<file path="src/hdl/psb_pkg.sv">
// Shared types, request codes and default sizes of the periodic soft timer bank.
package psb_pkg;

  localparam int NUM_CHANNELS_DEF = 16;
  localparam int CMD_DEPTH_DEF    = 2;
  localparam int RES_DEPTH_DEF    = 4;

  localparam logic [2:0] REQ_TICK     = 3'd0;
  localparam logic [2:0] REQ_ENABLE   = 3'd1;
  localparam logic [2:0] REQ_STOP     = 3'd2;
  localparam logic [2:0] REQ_CONTINUE = 3'd3;
  localparam logic [2:0] REQ_QUERY    = 3'd4;

  localparam logic KIND_FIRE  = 1'b0;
  localparam logic KIND_QUERY = 1'b1;

  typedef enum logic [2:0] {
    OP_TICK,
    OP_ENABLE,
    OP_STOP,
    OP_CONT,
    OP_QUERY
  } op_e;

  typedef enum logic [2:0] {
    ST_IDLE  = 3'b001,
    ST_SCAN  = 3'b010,
    ST_FLUSH = 3'b100
  } eng_state_e;

  typedef struct packed {
    op_e         op;
    logic [3:0]  channel;
    logic        ch_ok;
    logic [30:0] period_ms;
    logic [31:0] now_ms;
  } cmd_t;

  typedef struct packed {
    logic       kind;
    logic [3:0] fired_channel;
    logic       running;
    logic       last_fire;
  } res_t;

endpackage

</file>
<file path="src/hdl/psb_fifo.sv">
// Small first-in first-out word queue built from flip-flops.
module psb_fifo #(
  parameter int WIDTH = 8,
  parameter int DEPTH = 2
) (
  input  logic             clk_i,
  input  logic             rst_ni,
  input  logic             push_i,
  input  logic [WIDTH-1:0] data_i,
  output logic             full_o,
  input  logic             pop_i,
  output logic [WIDTH-1:0] data_o,
  output logic             empty_o
);

  localparam int PTR_W = (DEPTH > 1) ? $clog2(DEPTH) : 1;
  localparam int CNT_W = $clog2(DEPTH + 1);

  logic [WIDTH-1:0] store_q [DEPTH];
  logic [PTR_W-1:0] wr_ptr_q, wr_ptr_d;
  logic [PTR_W-1:0] rd_ptr_q, rd_ptr_d;
  logic [CNT_W-1:0] cnt_q, cnt_d;
  logic             do_push, do_pop;

  assign full_o  = (cnt_q == CNT_W'(DEPTH));
  assign empty_o = (cnt_q == '0);
  assign data_o  = store_q[rd_ptr_q];
  assign do_push = push_i && !full_o;
  assign do_pop  = pop_i && !empty_o;

  always_comb begin
    wr_ptr_d = wr_ptr_q;
    rd_ptr_d = rd_ptr_q;
    cnt_d    = cnt_q;
    if (do_push) begin
      wr_ptr_d = (wr_ptr_q == PTR_W'(DEPTH - 1)) ? '0 : wr_ptr_q + 1'b1;
    end
    if (do_pop) begin
      rd_ptr_d = (rd_ptr_q == PTR_W'(DEPTH - 1)) ? '0 : rd_ptr_q + 1'b1;
    end
    if (do_push && !do_pop) begin
      cnt_d = cnt_q + 1'b1;
    end else if (do_pop && !do_push) begin
      cnt_d = cnt_q - 1'b1;
    end
  end

  always_ff @(posedge clk_i or negedge rst_ni) begin
    if (!rst_ni) begin
      wr_ptr_q <= '0;
      rd_ptr_q <= '0;
      cnt_q    <= '0;
    end else begin
      wr_ptr_q <= wr_ptr_d;
      rd_ptr_q <= rd_ptr_d;
      cnt_q    <= cnt_d;
    end
  end

  always_ff @(posedge clk_i) begin
    if (do_push) begin
      store_q[wr_ptr_q] <= data_i;
    end
  end

endmodule

</file>
<file path="src/hdl/psb_front.sv">
// Request front end: decode and classify each request word, drop those with no effect.
module psb_front
  import psb_pkg::*;
#(
  parameter int NUM_CHANNELS = NUM_CHANNELS_DEF
) (
  input  logic        clk_i,
  input  logic        rst_ni,
  input  logic        push_i,
  output logic        full_o,
  input  logic [2:0]  req_type_i,
  input  logic [3:0]  channel_i,
  input  logic [30:0] period_ms_i,
  input  logic [31:0] now_ms_i,
  output logic        cmd_push_o,
  output cmd_t        cmd_o,
  input  logic        cmd_full_i
);

  cmd_t cmd_q, cmd_d;
  logic cmd_vld_q, cmd_vld_d;
  logic ch_ok, keep, accept, move;
  op_e  op;

  assign ch_ok  = (32'(channel_i) < NUM_CHANNELS);
  assign move   = cmd_vld_q && !cmd_full_i;
  assign full_o = cmd_vld_q && cmd_full_i;
  assign accept = push_i && !full_o;

  // Unused codes and writes to channels beyond the bank change nothing.
  always_comb begin
    op   = OP_TICK;
    keep = 1'b0;
    case (req_type_i)
      REQ_TICK:     begin op = OP_TICK;   keep = 1'b1;  end
      REQ_ENABLE:   begin op = OP_ENABLE; keep = ch_ok; end
      REQ_STOP:     begin op = OP_STOP;   keep = ch_ok; end
      REQ_CONTINUE: begin op = OP_CONT;   keep = ch_ok; end
      REQ_QUERY:    begin op = OP_QUERY;  keep = 1'b1;  end
      default:      begin op = OP_TICK;   keep = 1'b0;  end
    endcase
  end

  always_comb begin
    cmd_d     = cmd_q;
    cmd_vld_d = cmd_vld_q;
    if (accept) begin
      cmd_d.op        = op;
      cmd_d.channel   = channel_i;
      cmd_d.ch_ok     = ch_ok;
      cmd_d.period_ms = period_ms_i;
      cmd_d.now_ms    = now_ms_i;
      cmd_vld_d       = keep;
    end else if (move) begin
      cmd_vld_d = 1'b0;
    end
  end

  always_ff @(posedge clk_i or negedge rst_ni) begin
    if (!rst_ni) begin
      cmd_vld_q <= 1'b0;
    end else begin
      cmd_vld_q <= cmd_vld_d;
    end
  end

  always_ff @(posedge clk_i) begin
    cmd_q <= cmd_d;
  end

  assign cmd_push_o = cmd_vld_q;
  assign cmd_o      = cmd_q;

endmodule

</file>
<file path="src/hdl/psb_engine.sv">
// Back end: channel state, pipelined tick scan and result word generation.
module psb_engine
  import psb_pkg::*;
#(
  parameter int NUM_CHANNELS = NUM_CHANNELS_DEF
) (
  input  logic clk_i,
  input  logic rst_ni,
  input  cmd_t cmd_i,
  input  logic cmd_empty_i,
  output logic cmd_pop_o,
  output res_t res_o,
  output logic res_push_o,
  input  logic res_full_i
);

  localparam int CH_W  = (NUM_CHANNELS > 1) ? $clog2(NUM_CHANNELS) : 1;
  localparam int IDX_W = $clog2(NUM_CHANNELS + 1);

  eng_state_e state_q, state_d;

  logic [NUM_CHANNELS-1:0] run_q, run_d;
  logic [NUM_CHANNELS-1:0] per_vld_q, per_vld_d;
  logic [NUM_CHANNELS-1:0] stp_vld_q, stp_vld_d;

  logic [30:0] per_mem [NUM_CHANNELS];
  logic [31:0] stp_mem [NUM_CHANNELS];
  logic [30:0] per_rd_q;
  logic [31:0] stp_rd_q;
  logic        per_ok_q, stp_ok_q;

  logic [IDX_W-1:0] idx_q, idx_d;
  logic             ev_vld_q, ev_vld_d;
  logic [CH_W-1:0]  ev_ch_q, ev_ch_d;
  logic [31:0]      now_q, now_d;
  logic             hold_vld_q, hold_vld_d;
  logic [CH_W-1:0]  hold_ch_q, hold_ch_d;

  logic [CH_W-1:0]  cmd_ch;
  logic             rd_en;
  logic [CH_W-1:0]  rd_addr;
  logic             per_we, stp_we;
  logic [CH_W-1:0]  wr_addr;
  logic [31:0]      stp_wdata;
  logic [30:0]      per_val;
  logic [31:0]      stp_val, elapsed;
  logic             fire_ev, stall, scan_left;

  assign cmd_ch    = CH_W'(cmd_i.channel);
  assign per_val   = per_ok_q ? per_rd_q : '0;
  assign stp_val   = stp_ok_q ? stp_rd_q : '0;
  assign elapsed   = now_q - stp_val;
  assign fire_ev   = ev_vld_q && run_q[ev_ch_q] && (elapsed >= {1'b0, per_val});
  assign stall     = fire_ev && hold_vld_q && res_full_i;
  assign scan_left = (idx_q != IDX_W'(NUM_CHANNELS));
  assign rd_addr   = idx_q[CH_W-1:0];

  always_comb begin
    state_d    = state_q;
    run_d      = run_q;
    per_vld_d  = per_vld_q;
    stp_vld_d  = stp_vld_q;
    idx_d      = idx_q;
    ev_vld_d   = ev_vld_q;
    ev_ch_d    = ev_ch_q;
    now_d      = now_q;
    hold_vld_d = hold_vld_q;
    hold_ch_d  = hold_ch_q;
    cmd_pop_o  = 1'b0;
    res_push_o = 1'b0;
    res_o      = '{kind: KIND_FIRE, fired_channel: 4'(hold_ch_q), running: 1'b1,
                   last_fire: 1'b0};
    rd_en      = 1'b0;
    per_we     = 1'b0;
    stp_we     = 1'b0;
    wr_addr    = cmd_ch;
    stp_wdata  = cmd_i.now_ms;

    case (state_q)
      ST_IDLE: begin
        if (!cmd_empty_i) begin
          case (cmd_i.op)
            OP_TICK: begin
              cmd_pop_o = 1'b1;
              now_d     = cmd_i.now_ms;
              idx_d     = '0;
              ev_vld_d  = 1'b0;
              state_d   = ST_SCAN;
            end
            OP_ENABLE: begin
              cmd_pop_o         = 1'b1;
              per_we            = 1'b1;
              stp_we            = 1'b1;
              per_vld_d[cmd_ch] = 1'b1;
              stp_vld_d[cmd_ch] = 1'b1;
              run_d[cmd_ch]     = 1'b1;
            end
            OP_STOP: begin
              cmd_pop_o     = 1'b1;
              run_d[cmd_ch] = 1'b0;
            end
            OP_CONT: begin
              cmd_pop_o     = 1'b1;
              run_d[cmd_ch] = 1'b1;
            end
            OP_QUERY: begin
              // Hold the query until the result queue has room.
              if (!res_full_i) begin
                cmd_pop_o  = 1'b1;
                res_push_o = 1'b1;
                res_o      = '{kind: KIND_QUERY, fired_channel: cmd_i.channel,
                               running: cmd_i.ch_ok && run_q[cmd_ch], last_fire: 1'b1};
              end
            end
            default: begin
              cmd_pop_o = 1'b1;
            end
          endcase
        end
      end

      ST_SCAN: begin
        // A fire is parked in the hold register so the final one can carry the last flag.
        if (fire_ev && hold_vld_q && !res_full_i) begin
          res_push_o = 1'b1;
        end
        if (fire_ev && !stall) begin
          stp_we             = 1'b1;
          wr_addr            = ev_ch_q;
          stp_wdata          = now_q;
          stp_vld_d[ev_ch_q] = 1'b1;
          hold_vld_d         = 1'b1;
          hold_ch_d          = ev_ch_q;
        end
        if (!stall) begin
          if (scan_left) begin
            rd_en    = 1'b1;
            ev_vld_d = 1'b1;
            ev_ch_d  = rd_addr;
            idx_d    = idx_q + 1'b1;
          end else begin
            ev_vld_d = 1'b0;
          end
        end
        if (!scan_left && !ev_vld_q) begin
          state_d = ST_FLUSH;
        end
      end

      ST_FLUSH: begin
        if (!hold_vld_q) begin
          state_d = ST_IDLE;
        end else if (!res_full_i) begin
          res_push_o = 1'b1;
          res_o      = '{kind: KIND_FIRE, fired_channel: 4'(hold_ch_q), running: 1'b1,
                         last_fire: 1'b1};
          hold_vld_d = 1'b0;
          state_d    = ST_IDLE;
        end
      end

      default: begin
        state_d = ST_IDLE;
      end
    endcase
  end

  always_ff @(posedge clk_i or negedge rst_ni) begin
    if (!rst_ni) begin
      state_q    <= ST_IDLE;
      run_q      <= '0;
      per_vld_q  <= '0;
      stp_vld_q  <= '0;
      idx_q      <= '0;
      ev_vld_q   <= 1'b0;
      hold_vld_q <= 1'b0;
    end else begin
      state_q    <= state_d;
      run_q      <= run_d;
      per_vld_q  <= per_vld_d;
      stp_vld_q  <= stp_vld_d;
      idx_q      <= idx_d;
      ev_vld_q   <= ev_vld_d;
      hold_vld_q <= hold_vld_d;
    end
  end

  always_ff @(posedge clk_i) begin
    ev_ch_q   <= ev_ch_d;
    now_q     <= now_d;
    hold_ch_q <= hold_ch_d;
  end

  // Channel period and stamp memories, read data registered.
  always_ff @(posedge clk_i) begin
    if (per_we) begin
      per_mem[wr_addr] <= cmd_i.period_ms;
    end
    if (stp_we) begin
      stp_mem[wr_addr] <= stp_wdata;
    end
    if (rd_en) begin
      per_rd_q <= per_mem[rd_addr];
      stp_rd_q <= stp_mem[rd_addr];
      per_ok_q <= per_vld_q[rd_addr];
      stp_ok_q <= stp_vld_q[rd_addr];
    end
  end

endmodule

</file>
<file path="src/hdl/periodic_soft_timer_bank.sv">
// Top level of the periodic soft timer bank: front end, command queue, engine, result queue.
//
//  channel  | ports                                         | handshake
//  ---------+-----------------------------------------------+---------------------------
//  request  | req_type_i channel_i period_ms_i now_ms_i     | push, full  (push && !full)
//  result   | kind_o fired_channel_o running_o last_fire_o  | pop, empty  (pop && !empty)
//
// Enable, stop, continue and query words are each handled in the engine's idle state. A tick
// dequeues, then makes one memory read per channel through the single read port of the
// period and stamp memories, evaluates the last channel, closes the scan and emits the
// parked final fire. Reset clears run flags and the written marks of both memories, so
// unwritten entries read as zero. The engine stalls only when the result queue is full.
module periodic_soft_timer_bank
  import psb_pkg::*;
#(
  parameter int NUM_CHANNELS = NUM_CHANNELS_DEF,
  parameter int CMD_DEPTH    = CMD_DEPTH_DEF,
  parameter int RES_DEPTH    = RES_DEPTH_DEF
) (
  input  logic        clk_i,
  input  logic        rst_ni,
  input  logic        push,
  output logic        full,
  input  logic [2:0]  req_type_i,
  input  logic [3:0]  channel_i,
  input  logic [30:0] period_ms_i,
  input  logic [31:0] now_ms_i,
  output logic        empty,
  input  logic        pop,
  output logic        kind_o,
  output logic [3:0]  fired_channel_o,
  output logic        running_o,
  output logic        last_fire_o
);

  localparam int CMD_W = $bits(cmd_t);
  localparam int RES_W = $bits(res_t);

  // front end to command queue
  logic             fe_push;
  cmd_t             fe_cmd;
  logic             cmd_full;
  logic [CMD_W-1:0] fe_cmd_vec;

  // command queue to engine
  logic [CMD_W-1:0] cmd_head_vec;
  cmd_t             cmd_head;
  logic             cmd_empty;
  logic             cmd_pop;

  // engine to result queue
  res_t             res_word;
  logic             res_push;
  logic             res_full;
  logic [RES_W-1:0] res_word_vec;
  logic [RES_W-1:0] res_head_vec;
  res_t             res_head;

  assign fe_cmd_vec   = fe_cmd;
  assign cmd_head     = cmd_t'(cmd_head_vec);
  assign res_word_vec = res_word;
  assign res_head     = res_t'(res_head_vec);

  // Decode requests and drop those that change nothing.
  psb_front #(
    .NUM_CHANNELS(NUM_CHANNELS)
  ) u_front (
    .clk_i      (clk_i),
    .rst_ni     (rst_ni),
    .push_i     (push),
    .full_o     (full),
    .req_type_i (req_type_i),
    .channel_i  (channel_i),
    .period_ms_i(period_ms_i),
    .now_ms_i   (now_ms_i),
    .cmd_push_o (fe_push),
    .cmd_o      (fe_cmd),
    .cmd_full_i (cmd_full)
  );

  // Decouple the front end from a long tick scan.
  psb_fifo #(
    .WIDTH(CMD_W),
    .DEPTH(CMD_DEPTH)
  ) u_cmd_fifo (
    .clk_i  (clk_i),
    .rst_ni (rst_ni),
    .push_i (fe_push),
    .data_i (fe_cmd_vec),
    .full_o (cmd_full),
    .pop_i  (cmd_pop),
    .data_o (cmd_head_vec),
    .empty_o(cmd_empty)
  );

  // Execute commands and scan channels on each tick.
  psb_engine #(
    .NUM_CHANNELS(NUM_CHANNELS)
  ) u_engine (
    .clk_i      (clk_i),
    .rst_ni     (rst_ni),
    .cmd_i      (cmd_head),
    .cmd_empty_i(cmd_empty),
    .cmd_pop_o  (cmd_pop),
    .res_o      (res_word),
    .res_push_o (res_push),
    .res_full_i (res_full)
  );

  // Hold results until the consumer pops them.
  psb_fifo #(
    .WIDTH(RES_W),
    .DEPTH(RES_DEPTH)
  ) u_res_fifo (
    .clk_i  (clk_i),
    .rst_ni (rst_ni),
    .push_i (res_push),
    .data_i (res_word_vec),
    .full_o (res_full),
    .pop_i  (pop),
    .data_o (res_head_vec),
    .empty_o(empty)
  );

  assign kind_o          = res_head.kind;
  assign fired_channel_o = res_head.fired_channel;
  assign running_o       = res_head.running;
  assign last_fire_o     = res_head.last_fire;

  // The engine never offers a result word the queue cannot take.
  a_res_no_overflow: assert property (@(posedge clk_i) disable iff (!rst_ni)
    res_push |-> !res_full)
    else $error("result word pushed into full queue");

  // The engine only dequeues a command that is there.
  a_cmd_no_underflow: assert property (@(posedge clk_i) disable iff (!rst_ni)
    cmd_pop |-> !cmd_empty)
    else $error("command popped from empty queue");

  // A dequeued query answers in the same cycle, as the only and final word.
  a_query_answers: assert property (@(posedge clk_i) disable iff (!rst_ni)
    (cmd_pop && cmd_head.op == OP_QUERY) |->
      (res_push && res_word.kind == KIND_QUERY && res_word.last_fire))
    else $error("query dequeued without its answer");

  // Fire words always report the channel as running.
  a_fire_running: assert property (@(posedge clk_i) disable iff (!rst_ni)
    (res_push && res_word.kind == KIND_FIRE) |-> res_word.running)
    else $error("fire word without running flag");

endmodule
</file>
<file path="config.mk">
export PLATFORM = sky130hd
export DESIGN_NAME = periodic_soft_timer_bank
export DESIGN_NICKNAME = d
export VERILOG_FILES = /design/src/hdl/psb_pkg.sv /design/src/hdl/psb_fifo.sv /design/src/hdl/psb_front.sv /design/src/hdl/psb_engine.sv /design/src/hdl/periodic_soft_timer_bank.sv
export SDC_FILE = /design/constraint.sdc
export NUM_CORES = 1
export LEC_CHECK = 0
export ABC_AREA = 1
export BUFFER_PORTS_ARGS = -buffer_cell sky130_fd_sc_hd__buf_2
export CAP_MARGIN = 20
export CELL_PAD_IN_SITES_DETAIL_PLACEMENT = 0
export CELL_PAD_IN_SITES_GLOBAL_PLACEMENT = 2
export CORE_ASPECT_RATIO = 1.5
export CORE_MARGIN = 2
export CORE_UTILIZATION = 30
export DETAILED_ROUTE_END_ITERATION = 10
export PLACE_DENSITY = 0.58
export SETUP_SLACK_MARGIN = 0.5
export SLEW_MARGIN = 10
export SYNTH_ARGS = -nofsm -noshare
export SYNTH_HDL_FRONTEND = slang
export SYNTH_SLANG_ARGS = --single-unit
</file>
<file path="constraint.sdc">
create_clock -name clk_i -period 8.72 [get_ports clk_i]
set_input_delay 0.436 -clock clk_i [delete_from_list [all_inputs] [get_ports clk_i]]
set_output_delay 0.436 -clock clk_i [all_outputs]
set_load 0.02 [all_outputs]
</file>
== Word level (Yosys, flattened, before mapping) ==
Memories as Yosys holds them, arrays and structs flattened. A register that Yosys moved wholly into a read port is not among the register bits.
Index checks and enable logic that the tools add are counted.
Operators by class
  add/sub/neg operators: 10
  order comparisons: 6
  eq/ne operators: 24
  multiplexer cells: 85
  bitwise logic cells: 8
  reductions and logical operators: 54
Operators by type and width (count)
  two-way mux 32 bit: 3
  bitwise OR 16 bit: 4
  case mux 16 bit (2 select lines): 2
  two-way mux 16 bit: 3
  two-way mux 1 bit: 42
  >= comparator 32 x 31 -> 1 bit: 1
  subtractor 32 bit: 1
  two-way mux 31 bit: 1
  two-way mux 3 bit: 7
  two-way mux 7 bit: 3
  two-way mux 5 bit: 4
  logical AND 1 bit: 19
  AND 16 bit: 1
  binary-select mux 1 bit (select 4 bit): 4
  inverter 16 bit: 1
  == test 3 x 2 -> 1 bit, second input constant: 5
  less-than comparator 4 x 5 -> 1 bit, second input constant: 3
  case mux 7 bit (2 select lines): 1
  == test 3 bit, second input constant: 4
  logical NOT 1 bit: 12
  case mux 3 bit (4 select lines): 1
  AND reduction 3 bit: 4
  AND reduction 4 bit: 3
  nonzero test 2 bit: 6
  other kinds (28): 52
Word-level totals
  register bits after elaboration: 182
  bits in writable memories: 1176
  input port bits: 74
  output and inout port bits: 9
  logic and storage cells: 214
  memories kept: 4
Memory list
  u_engine.stp_mem: words 16, width 32, rd ports 1, clocked after Yosys merged registers in 1, wr ports 1, line psb_engine.sv:27  | logic [31:0] stp_mem [NUM_CHANNELS];
  u_engine.per_mem: words 16, width 31, rd ports 1, clocked after Yosys merged registers in 1, wr ports 1, line psb_engine.sv:26  | logic [30:0] per_mem [NUM_CHANNELS];
  u_cmd_fifo.store_q: words 2, width 70, rd ports 1, clocked after Yosys merged registers in 0, wr ports 1, line psb_fifo.sv:19  | logic [WIDTH-1:0] store_q [DEPTH];
  u_res_fifo.store_q: words 4, width 7, rd ports 1, clocked after Yosys merged registers in 0, wr ports 1, line psb_fifo.sv:19

== Longest topological paths before layout ==
Gate-level depths: netlist of the first run.
  depth in word-level cells: 13
  depth in mapped cells: 36
  gate-level depth less buffers: 36

== Cells and area by module ==
A second synthesis of the first run with hierarchy kept.
Unflattened totals
  cells, all modules: 4548
  area total of the unflattened synthesis: 57811.7 um^2
Modules (own cells, without submodules)
  psb_engine: times used 1, cells each 3919, area each 47993.5 um^2, seq. area each 34874.7 um^2
  psb_fifo (u_cmd_fifo): times used 1, cells each 402, area each 6029.5 um^2, seq. area each 4364.2 um^2
  psb_front: times used 1, cells each 85, area each 2193.4 um^2, seq. area each 2127.0 um^2
  psb_fifo (u_res_fifo): times used 1, cells each 142, area each 1595.3 um^2, seq. area each 1016.0 um^2

== Least setup slack after synthesis of the first run ==
Ideal clock, no wire load.
  kind: reg2reg
  from: register u_engine.stp_ok_q
  to: register u_engine.per_ok_q, enable pin
  library setup time: 0.488 ns
  arrival: 6.359 ns
  data required time: 8.232 ns
  slack: 1.873 ns
  cell stages (with the launch flop): 27
  path buffers: 1
  clock period less this slack: 6.847 ns
  path through: edfxtp_1 clkbuf_1 nand2_1 ha_1 a21oi_1 o21ai_1 a21oi_1 o21ai_0 a21boi_1 o21ai_0 a21boi_1 nor2_1 nor2_1 o21bai_1 xor2_1 ha_1 a21oi_1 nor2_1 a211oi_1 o211ai_1 inv_1 nand2_1 nand2_2 nor2_1 nand2_1 nand2_1 nor2_1
On the way
  longest elaborated chain between the ends: 8
Ends and longest elaborated chain
  from (decl): line psb_engine.sv:30  | logic per_ok_q, stp_ok_q;
  from (signal assigned): line psb_engine.sv:206  | stp_ok_q <= stp_vld_q[rd_addr];
  two-way mux 32 bit: line psb_engine.sv:51  | assign stp_val = stp_ok_q ? stp_rd_q : '0;
  subtractor 32 bit: line psb_engine.sv:52  | assign elapsed = now_q - stp_val;
  >= comparator 32 x 31 -> 1 bit: line psb_engine.sv:53  | assign fire_ev = ev_vld_q && run_q[ev_ch_q] && (elapsed >= {1'b0, per_val});
  logical AND 1 bit: line psb_engine.sv:53
  logical AND 1 bit (2 in series): line psb_engine.sv:54  | assign stall = fire_ev && hold_vld_q && res_full_i;
  two-way mux 1 bit: line psb_engine.sv:135  | if (!stall) begin
  two-way mux 1 bit: line psb_engine.sv:79  | case (state_q)
  net u_engine.rd_en: line psb_engine.sv:40  | logic rd_en;
  to (signal assigned): line psb_engine.sv:205  | per_ok_q <= per_vld_q[rd_addr];
  to (decl): line psb_engine.sv:30
The timed path passes the listed nets, and every way through them passes these cells.
A chain may end at the register's enable or synchronous reset.

== Worst setup path after layout of the first run ==
  from: register u_engine.stp_ok_q
  to: memory u_engine.stp_mem[1][15], enable pin
On the way
  longest elaborated chain between the ends: 12
  elaborated cells on any way between the ends: 14
  those cells by class: add/sub (1); order compare (1); mux (7); reduce/logical (5)
Ends and longest elaborated chain
  two-way mux 32 bit *: line psb_engine.sv:51
  subtractor 32 bit *: line psb_engine.sv:52
  >= comparator 32 x 31 -> 1 bit *: line psb_engine.sv:53
  logical AND 1 bit *: line psb_engine.sv:53
  logical AND 1 bit (2 in series): line psb_engine.sv:54
  logical NOT 1 bit: line psb_engine.sv:127  | if (fire_ev && !stall) begin
  logical AND 1 bit *: line psb_engine.sv:127
  two-way mux 1 bit: line psb_engine.sv:127
  case mux 1 bit (2 select lines): line psb_engine.sv:79
  two-way mux 1 bit: line psb_engine.sv:199  | if (stp_we) begin
  two-way mux 1 bit (not written as such): line psb_engine.sv:200  | stp_mem[wr_addr] <= stp_wdata;
  to (decl): line psb_engine.sv:27
Every way passes the cells marked *; elsewhere a longest branch is shown, timed or not.

==> results of run 1 <==
==> routing by layer <==
metal / up-vias / part of all wire (%) / routed length, um / global-route usage (%)
li1: 16580 / - / - / -
met1: 18290 / 41 / 72600 / 21.43
met2: 632 / 54 / 95380 / 34.33
met3: 225 / 3.0 / 5414 / 2.387
met4: 0 / 2.5 / 4376 / 5.053
met5: - / 0 / 0 / 0
==> critical path, delay by kind of cell (launching register included) <==
family	cells	cell delay (ns)
adders and majority gates	3	0.85
xor gates and xnor gates	1	0.10
and+or+nand+nor	14	2.45
AOI/OAI and AO/OA	6	1.43
buffers and inverters	5	1.14
DFF	1	0.32
==> registers in the layout, indices dropped and copies added, names as in the netlist, 28 cells and up, named ones only <==
name / flops
u_engine.stp_mem: 512
u_res_fifo.store_q: 28
u_cmd_fifo.store_q: 140
u_engine.stp_rd_q: 32
u_engine.now_q: 32
u_engine.per_rd_q: 31
u_front.cmd_o: 70
u_engine.per_mem: 496
==> power by group through the flow <==
stage | Clock (mW) | Combinational, mW | Sequential, mW
global placement | 0 | 6.23 | 9.52
finish | 6.33 | 6.13 | 9.36
CTS | 6.52 | 6.27 | 9.37
detailed placement | 0 | 6.22 | 9.51
floorplan | 0 | 3.92 | 9.29
global route | 6.74 | 6.90 | 9.41
==> worst max path at each step <==
stage	depth (start not counted)	start	endpoint	slack (ns)
finish	29	u_engine.stp_ok_q	u_engine.stp_mem[1][15]	2.07
global route	30	u_engine.stp_ok_q	u_engine.stp_mem[1][15]	1.45
CTS	27	u_engine.stp_ok_q	u_engine.stp_mem[5][4]	1.73
detailed placement	27	u_engine.stp_ok_q	u_engine.stp_mem[7][4]	1.76
global placement	27	u_engine.stp_ok_q	u_engine.stp_mem[9][6]	1.69
floorplan	26	u_engine.stp_ok_q	u_engine.per_ok_q	1.87
==> cell usage after synthesis, drive strengths merged, types with 3 or more instances <==
library cell,n
o211ai,6
nor3,12
buf,31
o31ai,8
a21boi,6
a22oi,4
a21oi,92
xnor2,16
a31o,4
o221ai,3
a31oi,50
o21bai,10
dfrtp,69
inv,141
edfxtp,1351
a22o,3
nand4,73
nor2,668
nand3,30
o21ai,591
or2,12
ha,71
nand2,694
clkbuf,214
o22ai,261
a21o,3
xor2,22
==> cells by family (layout without fill, tap and decap cells) <==
family | Yosys count | count (layout)
AND/OR/NAND/NOR | 1491 | 1491
flip-flops | 1421 | 1421
AO/OA/AOI/OAI | 1053 | 1053
buffers and inverters | 387 | 673
adder cells (fa/ha/maj) | 73 | 73
XOR/XNOR | 38 | 38
multiplexers | 3 | 3
other | 0 | 1
==> layout make-up <==
cell class                 instances  area (um^2)  area share, %
inverter                         142        550.5         0.8303
tap                             2462         3080          4.646
antenna                            1        2.502       0.003774
sequential                      1421        42330          63.85
clock inverter                    79        807.0          1.217
timing repair buffer             259         2014          3.038
clock buffer                     193         3978          5.999
multi-input combinational       2658        13540          20.42
==> repair_timing <==
item,CTS,global route
hold endpoints to repair,137,0
resized for setup,0,0
hold buffers,75,0
==> flow_summary.json, run 1 <==
{
  "status": "completed",
  "gr-total-overflow": 0,
  "holdCritPathClass": "input port to register",
  "wl_per_cell_um": 24.64,
  "crit_path_max_fanout": 32,
  "critPathCaptureType": "register",
  "syn-cell-area_um2": 56940,
  "ys_types": 55,
  "start_util_pct": 30.23,
  "grt_use_total_pct": 18.17,
  "swShare_pct": 34.83,
  "final-hold-violation-count": 0,
  "yosys.area_share.simple_pct": 10.45,
  "wirelength_um": 177800,
  "power_frac_comb_pct": 28.1,
  "synth_top_area_share_pct": 71.24,
  "synth_top_family_by_area": "simple AND/OR/NAND/NOR gates",
  "pwr-share-clk_pct": 29.0,
  "core_area_um2": 188400,
  "p_seq_share_pct": 42.9,
  "vias": 35720,
  "crit_type": "register to register",
  "slew_viol_final": 0,
  "period_minus_slack_ns": 6.653,
  "drt_iter0_drc": 2595,
  "synth_compound_area_share_pct": 10.30,
  "io_pins": 83,
  "synthMuxAreaShare_pct": 0.05493,
  "synth_edf_count": 1351,
  "die_w_um": 359.7,
  "hold_end": "u_front.cmd_push_o",
  "netlist_instances": 4466,
  "worst_path_most_repeated_cell": "nand2_1",
  "routabilityCongestion": 0.7975,
  "clk_pin_slew_ns": 0.06,
  "reg2reg_to": "u_engine.stp_mem[1][15]",
  "via_per_inst": 4.951,
  "final_nets": 4779,
  "dpl_cell_area_um2": 60710,
  "grt_max_degree": 194,
  "maxSlewHeadroom_pct": 25.99,
  "place_hpwl_um": 102000,
  "layout-drive-gt1-share_pct": 10.71,
  "cpMaxStageDelayCell": "nor2_4",
  "yosysWarnings": 0,
  "finalPower_mw": 21.81,
  "fin_util_pct": 35.20,
  "htree_levels": 4,
  "setup_viol": 0,
  "setup_tns_ns": 0,
  "die-area_um2": 193400,
  "antenna_found_initial": 2,
  "ys_ff_latch": 1421,
  "num-fill-cells": 18460,
  "internal-power_mw": 14.22,
  "peakVddDrop_mv": 0.3040,
  "mostFrequentLayoutCells": "edfxtp_1 (1,351), nand2_1 (679), nor2_1 (624)",
  "p_per_area_nw_per_um2": 329.0,
  "clk_path_buf_depth": 3,
  "reg2reg_depth": 29,
  "cellLeakagePower_nw": 22.58,
  "post_cts_buffers": 0,
  "final.setup.worst_slack_ns": 2.067,
  "fin_hold_ws_ns": 0.07011,
  "fin_area_um2": 66300,
  "tritoncts": "yes",
  "syn_avg_cell_area_um2": 12.75,
  "synth_area_leaders": "edfxtp_1 (71%), o21ai_0 (5.1%), nand2_1 (4.5%)",
  "ant_nets": 0,
  "synth_fa_ha_area_share_pct": 1.630,
  "r2r_start": "u_engine.stp_ok_q",
  "grt_pass1_vias": 36460,
  "synth_fp_nets": 4613,
  "die_y_um": 537.6,
  "firstDrtPassIters": 5,
  "critPathMaxStageDelay_ns": 0.87,
  "final_common_cell": "edfxtp_1",
  "grt_first_pass_wirelength_um": 256700,
  "hp-start": "req_type_i[1]",
  "port_buffers": 82,
  "switchingPower_mw": 7.598,
  "drc": 0,
  "cts_buffers": 150,
  "fin_cells": 7215,
  "seq_area_frac_synth_pct": 74.32,
  "worst_skew_pair.late_latency_ns": 0.81,
  "pre_cts_ws_ns": 1.755,
  "num_rows": 195,
  "rsz0062_at_grt": "no",
  "min_path_cells": 4,
  "synth_xor_xnor_area_share_pct": 0.5845,
  "cp.required_ns": 9.22,
  "cts.sinks": 1421,
  "critical_path_arrival_ns": 7.16,
  "synthFlopType": "edfxtp_1",
  "rrSetupSlack_ns": 2.07,
  "async_flop_share_pct": 4.926,
  "worst_pin_slew_ns": 1.108,
  "root_buffer": "clkbuf_16",
  "synth_top_area_cell": "edfxtp_1",
  "fin_crit_sh_pct": 76.29,
  "max_cap_viol_count": 0,
  "worst_setup_path_start_kind": "register",
  "dp.cells": 6864,
  "clock_skew_ns": 0.05071,
  "area_growth_pct": 16.44,
  "max_freq_ghz": 0.1503
}
(Power assumes the default switching activity.)
==> run 2, diff against run 1 <==
==> constraint.sdc (replaced) <==
create_clock -name clk_i -period 6.53 [get_ports clk_i]
set_input_delay 0.3265 -clock clk_i [delete_from_list [all_inputs] [get_ports clk_i]]
set_output_delay 0.3265 -clock clk_i [all_outputs]
set_load 0.02 [all_outputs]
==> run 2 against run 1 <==
Effect of this change:
- clock skew up 0.012 ns
- highest routed layer unchanged
- critical path depth grew 3
- power up 35%
- utilization grew 0.19 points
==> flow_summary.json, run 2 (synthesis gave the netlist of run 1 again) <==
{
  "status": "completed",
  "rrSetupSlack_ns": 1.04,
  "clk_path_buf_depth": 4,
  "wirelength_um": 173900,
  "vias": 35460,
  "holdCritPathClass": "input port to register",
  "fin_cells": 7234,
  "cpMaxStageDelayCell": "fa_1",
  "htree_levels": 4,
  "finalPower_mw": 29.36,
  "start_util_pct": 30.23,
  "area_growth_pct": 17.05,
  "grt_pass1_vias": 36330,
  "drt_iter0_drc": 2367,
  "grt_max_degree": 176,
  "critical_path_arrival_ns": 6.11,
  "cts_buffers": 156,
  "core_area_um2": 188400,
  "drc": 0,
  "layout-drive-gt1-share_pct": 11.13,
  "pre_cts_ws_ns": 0.3837,
  "die_y_um": 537.6,
  "ant_nets": 0,
  "fin_util_pct": 35.39,
  "num_rows": 195,
  "final_nets": 4806,
  "fin_crit_sh_pct": 84.00,
  "firstDrtPassIters": 6,
  "crit_type": "register to register",
  "routabilityCongestion": 0.7871,
  "final-hold-violation-count": 0,
  "critPathCaptureType": "register",
  "antenna_found_initial": 1,
  "die-area_um2": 193400,
  "largest_reg_flops": 512,
  "cp.required_ns": 7.15,
  "top_register": "u_engine.stp_mem",
  "grt_first_pass_wirelength_um": 253000,
  "final_common_cell": "edfxtp_1",
  "p_per_area_nw_per_um2": 440.5,
  "crit_path_max_fanout": 14,
  "gr-total-overflow": 0,
  "max_cap_viol_count": 0,
  "final.setup.worst_slack_ns": 1.045,
  "fin_area_um2": 66650,
  "clk_pin_slew_ns": 0.06,
  "via_per_inst": 4.901,
  "setup_tns_ns": 0,
  "setup_viol": 0,
  "slew_viol_final": 0,
  "period_minus_slack_ns": 5.485,
  "fin_hold_ws_ns": 0.2339,
  "grt_use_total_pct": 17.74,
  "io_pins": 83,
  "dp.cells": 6877,
  "cellLeakagePower_nw": 22.73,
  "port_buffers": 82,
  "rsz0062_at_grt": "no",
  "critPathMaxStageDelay_ns": 0.42,
  "maxSlewHeadroom_pct": 26.99,
  "mostFrequentLayoutCells": "edfxtp_1 (1,351), nand2_1 (677), nor2_1 (623)",
  "worst_skew_pair.late_latency_ns": 0.80,
  "peakVddDrop_mv": 0.2430,
  "cts.sinks": 1421,
  "die_w_um": 359.7,
  "max_freq_ghz": 0.1823,
  "dpl_cell_area_um2": 60940,
  "worst_pin_slew_ns": 1.095,
  "worst_setup_path_start_kind": "register",
  "tritoncts": "yes",
  "clock_skew_ns": 0.06238,
  "place_hpwl_um": 105400,
  "top_regs": "u_engine.stp_mem x512, u_engine.per_mem x496, u_cmd_fifo.store_q x140",
  "root_buffer": "clkbuf_16",
  "wl_per_cell_um": 24.03
}
==> run 2: changes by cell type in the layout (fill, tap and decap cells not counted), moves of 6 or more <==
cell,previous run,this run
clkbuf_16,152,158
clkinvlp_4,1,11
clkbuf_1,39,18
a31oi_1,35,49
buf_12,7,23
a31oi_2,15,1
clkinv_1,23,34
==> run 2: critical path, delay by kind of cell, from the launching register on <==
| family | cells | cell delay (ns) |
|---|---|---|
| buffers and inverters | 5 | 0.63 |
| XOR/XNOR | 1 | 0.16 |
| multiplexers | 1 | 0.26 |
| flip-flops | 1 | 0.36 |
| adder cells (fa/ha/maj) | 4 | 1.15 |
| AND/OR/NAND/NOR | 10 | 0.94 |
| AO/OA/AOI/OAI | 11 | 1.79 |
==> run 2: repair_timing <==
item,in CTS,in global routing
pin swaps,5,2
setup buffers,6,2
endpoints found under the hold margin,142,0
hold buffers,74,0
resized for setup,3,8
endpoints found under the setup margin,187,974
==> run 2: metal layers <==
metal  vias up  GRT usage [%]  share of wire (%)
met5         -              0                  0
met4         0          5.175                2.7
met3       212          1.876                2.9
met1     18030          20.82                 40
li1      16630              -                  -
met2       593          33.88                 54
==> run 2: power by group <==
part	total (mW)	switching [mW]	internal [mW]	leakage, nW
combinational	8.31	6.01	2.30	7.20
clock	8.52	3.60	4.92	2.35
sequential	12.5	0.557	12.0	13.2
total	29.4	10.2	19.2	22.7
==> run 2: final cells by class <==
class | instances | area, um^2
Clock inverter | 92 | 787.0
Antenna cell | 1 | 2.502
Tap cell | 2462 | 3080
Multi-Input combinational cell | 2658 | 13470
Clock buffer | 178 | 4049
Fill cell | 18460 | 121700
Inverter | 142 | 550.5
Timing Repair Buffer | 280 | 2377
Sequential cell | 1421 | 42330
==> run 2: final timing paths <==
kind,startpoint,to,depth (start not counted)
worst max-delay path,u_engine.stp_ok_q,u_res_fifo.cnt_q[1],32
worst min-delay path,period_ms_i[14],u_front.cmd_o[46],2
worst max register to register,u_engine.stp_ok_q,u_res_fifo.cnt_q[1],32
worst min register to register,u_front.cmd_o[54],u_cmd_fifo.store_q[0][54],0
max in group asynchronous,rst_ni,u_engine.idx_q[1],2
min in group asynchronous,rst_ni,u_cmd_fifo.cnt_q[1],2
==> run 3, diff against run 2 <==
--- a/config.mk
+++ b/config.mk
@@ -14,7 +14,7 @@
 export CORE_MARGIN = 2
 export CORE_UTILIZATION = 30
 export DETAILED_ROUTE_END_ITERATION = 10
-export PLACE_DENSITY = 0.58
+export PLACE_DENSITY = 0.6
 export SETUP_SLACK_MARGIN = 0.5
 export SLEW_MARGIN = 10
 export SYNTH_ARGS = -nofsm -noshare
==> constraint.sdc (replaced) <==
create_clock -name clk_i -period 4.5 [get_ports clk_i]
set_input_delay 0.225 -clock clk_i [delete_from_list [all_inputs] [get_ports clk_i]]
set_output_delay 0.225 -clock clk_i [all_outputs]
set_load 0.02 [all_outputs]
==> run 3 against run 2 <==
Effect of this change:
- clock-buffer cell count is 11 higher
- global-route usage is 0.50 points higher
- largest power group unchanged
- cell count is 3.9% higher
- cell area is 6.8% higher
- critical endpoint is now u_engine.per_mem[12][25]
- the run now ends with setup timing left
==> flow_summary.json, run 3 (synthesis gave the netlist of run 1 again) <==
{
  "num_rows": 195,
  "rrSetupSlack_ns": -0.48,
  "clk_path_buf_depth": 4,
  "vias": 37130,
  "die_y_um": 537.6,
  "max_freq_ghz": 0.2007,
  "htree_levels": 4,
  "rsz0062_at_grt": "yes",
  "period_minus_slack_ns": 4.983,
  "critPathMaxStageDelay_ns": 0.42,
  "p_per_area_nw_per_um2": 625.6,
  "max_cap_viol_count": 0,
  "place_hpwl_um": 104500,
  "maxSlewHeadroom_pct": 30.97,
  "grt_pass1_vias": 37630,
  "grt_use_total_pct": 18.24,
  "core_area_um2": 188400,
  "clk_pin_slew_ns": 0.07,
  "die_w_um": 359.7,
  "worst_pin_slew_ns": 1.035,
  "fin_hold_ws_ns": 0.1354,
  "setup_viol": 1466,
  "cellLeakagePower_nw": 24.72,
  "peakVddDrop_mv": 0.3302,
  "final_common_cell": "edfxtp_1",
  "wirelength_um": 183800,
  "die-area_um2": 193400,
  "slew_viol_final": 0,
  "wl_per_cell_um": 24.46,
  "port_buffers": 82,
  "critPathCaptureType": "register",
  "final-hold-violation-count": 0,
  "critical_path_arrival_ns": 5.43,
  "io_pins": 83,
  "area_growth_pct": 25.02,
  "final_nets": 5096,
  "cpMaxStageDelayCell": "edfxtp_1",
  "cts.sinks": 1421,
  "top_regs": "u_engine.stp_mem x512, u_engine.per_mem x496, u_cmd_fifo.store_q x140",
  "clock_skew_ns": 0.06126,
  "firstDrtPassIters": 5,
  "status": "finished with violations",
  "ant_nets": 0,
  "crit_type": "register to register",
  "grt_max_degree": 167,
  "fin_crit_sh_pct": 110.7,
  "setup_tns_ns": -486.82,
  "via_per_inst": 4.940,
  "worst_skew_pair.late_latency_ns": 0.80,
  "start_util_pct": 30.23,
  "routabilityCongestion": 0.8026,
  "mostFrequentLayoutCells": "edfxtp_1 (1,351), nand2_1 (640), nor2_1 (605)",
  "layout-drive-gt1-share_pct": 18.17,
  "holdCritPathClass": "input port to register",
  "cts_buffers": 154,
  "worst_setup_path_start_kind": "register",
  "largest_reg_flops": 512,
  "cp.required_ns": 4.94,
  "final.setup.worst_slack_ns": -0.4829,
  "crit_path_max_fanout": 22,
  "tritoncts": "yes",
  "root_buffer": "clkbuf_16",
  "antenna_found_initial": 8,
  "drc": 0,
  "top_register": "u_engine.stp_mem",
  "grt_first_pass_wirelength_um": 259900,
  "violations": "setup timing",
  "drt_iter0_drc": 2635,
  "gr-total-overflow": 0
}
## run 3: per-layer routing
layer	up-vias	GRT usage, %	part of all wire (%)
met5	-	0	0.0049
met4	2	5.716	3.3
met3	253	1.743	3.2
met2	739	34.28	54
met1	18900	21.84	40
li1	17230	-	-
## run 3: cell type report
type | count | area, um^2
antenna | 1 | 2.502
clock buffer | 189 | 4080
clock inverter | 71 | 501.7
fill | 18130 | 117200
inverter | 142 | 558.0
multi-input combinational | 2659 | 14430
sequential | 1421 | 42330
tap | 2462 | 3080
timing repair buffer | 571 | 6206
## run 3: report_power, final
part | switching, mW | internal, mW
clock | 5.14 | 6.71
combinational | 9.60 | 5.09
sequential | 0.619 | 17.4
## run 3: through the flow
step | setup slack (ns) | cells | cell area (um^2) | utilization [%] | power (mW)
2_1_floorplan | -0.1583 | 4466 | 57440 | - | 25.89
3_3_place_gp | -1.002 | 7074 | 63210 | 33.56 | 31.79
3_5_place_dp | -0.9917 | 7074 | 63210 | 33.56 | 31.80
4_1_cts | -0.4500 | 7475 | 70090 | 37.21 | 44.77
5_1_grt | -0.7345 | 7516 | 71190 | 37.80 | 46.97
6_report | -0.4829 | 7516 | 71190 | 37.80 | 44.53
## run 3: worst paths after layout
check | start | endpoint | cells past startpoint
min reg2reg | u_front.cmd_o[31] | u_cmd_fifo.store_q[0][31] | 0
min in group asynchronous | rst_ni | u_front.cmd_push_o | 4
min | period_ms_i[14] | u_front.cmd_o[46] | 2
max | u_engine.stp_ok_q | u_engine.per_mem[12][25] | 34
max in group asynchronous | rst_ni | u_engine.idx_q[0] | 4
max reg2reg | u_engine.stp_ok_q | u_engine.per_mem[12][25] | 34
## run 3: what timing repair did
action | in CTS | in global routing
hold buffers | 77 | 0
resized for setup | 213 | 94
pin swaps | 15 | 40
hold endpoints to repair | 143 | 0
buffers inserted | 39 | 20
setup endpoints to repair | 1556 | 1556
cloned | 25 | 20
## run 3: critical path, delay by kind of cell, from the launching register on
family,cells,cell delay [ns]
xor+xnor,1,0.14
flops,1,0.42
fa+ha+maj,2,0.48
buf+inv,9,1.09
simple gates,12,1.10
compound gates,10,1.36
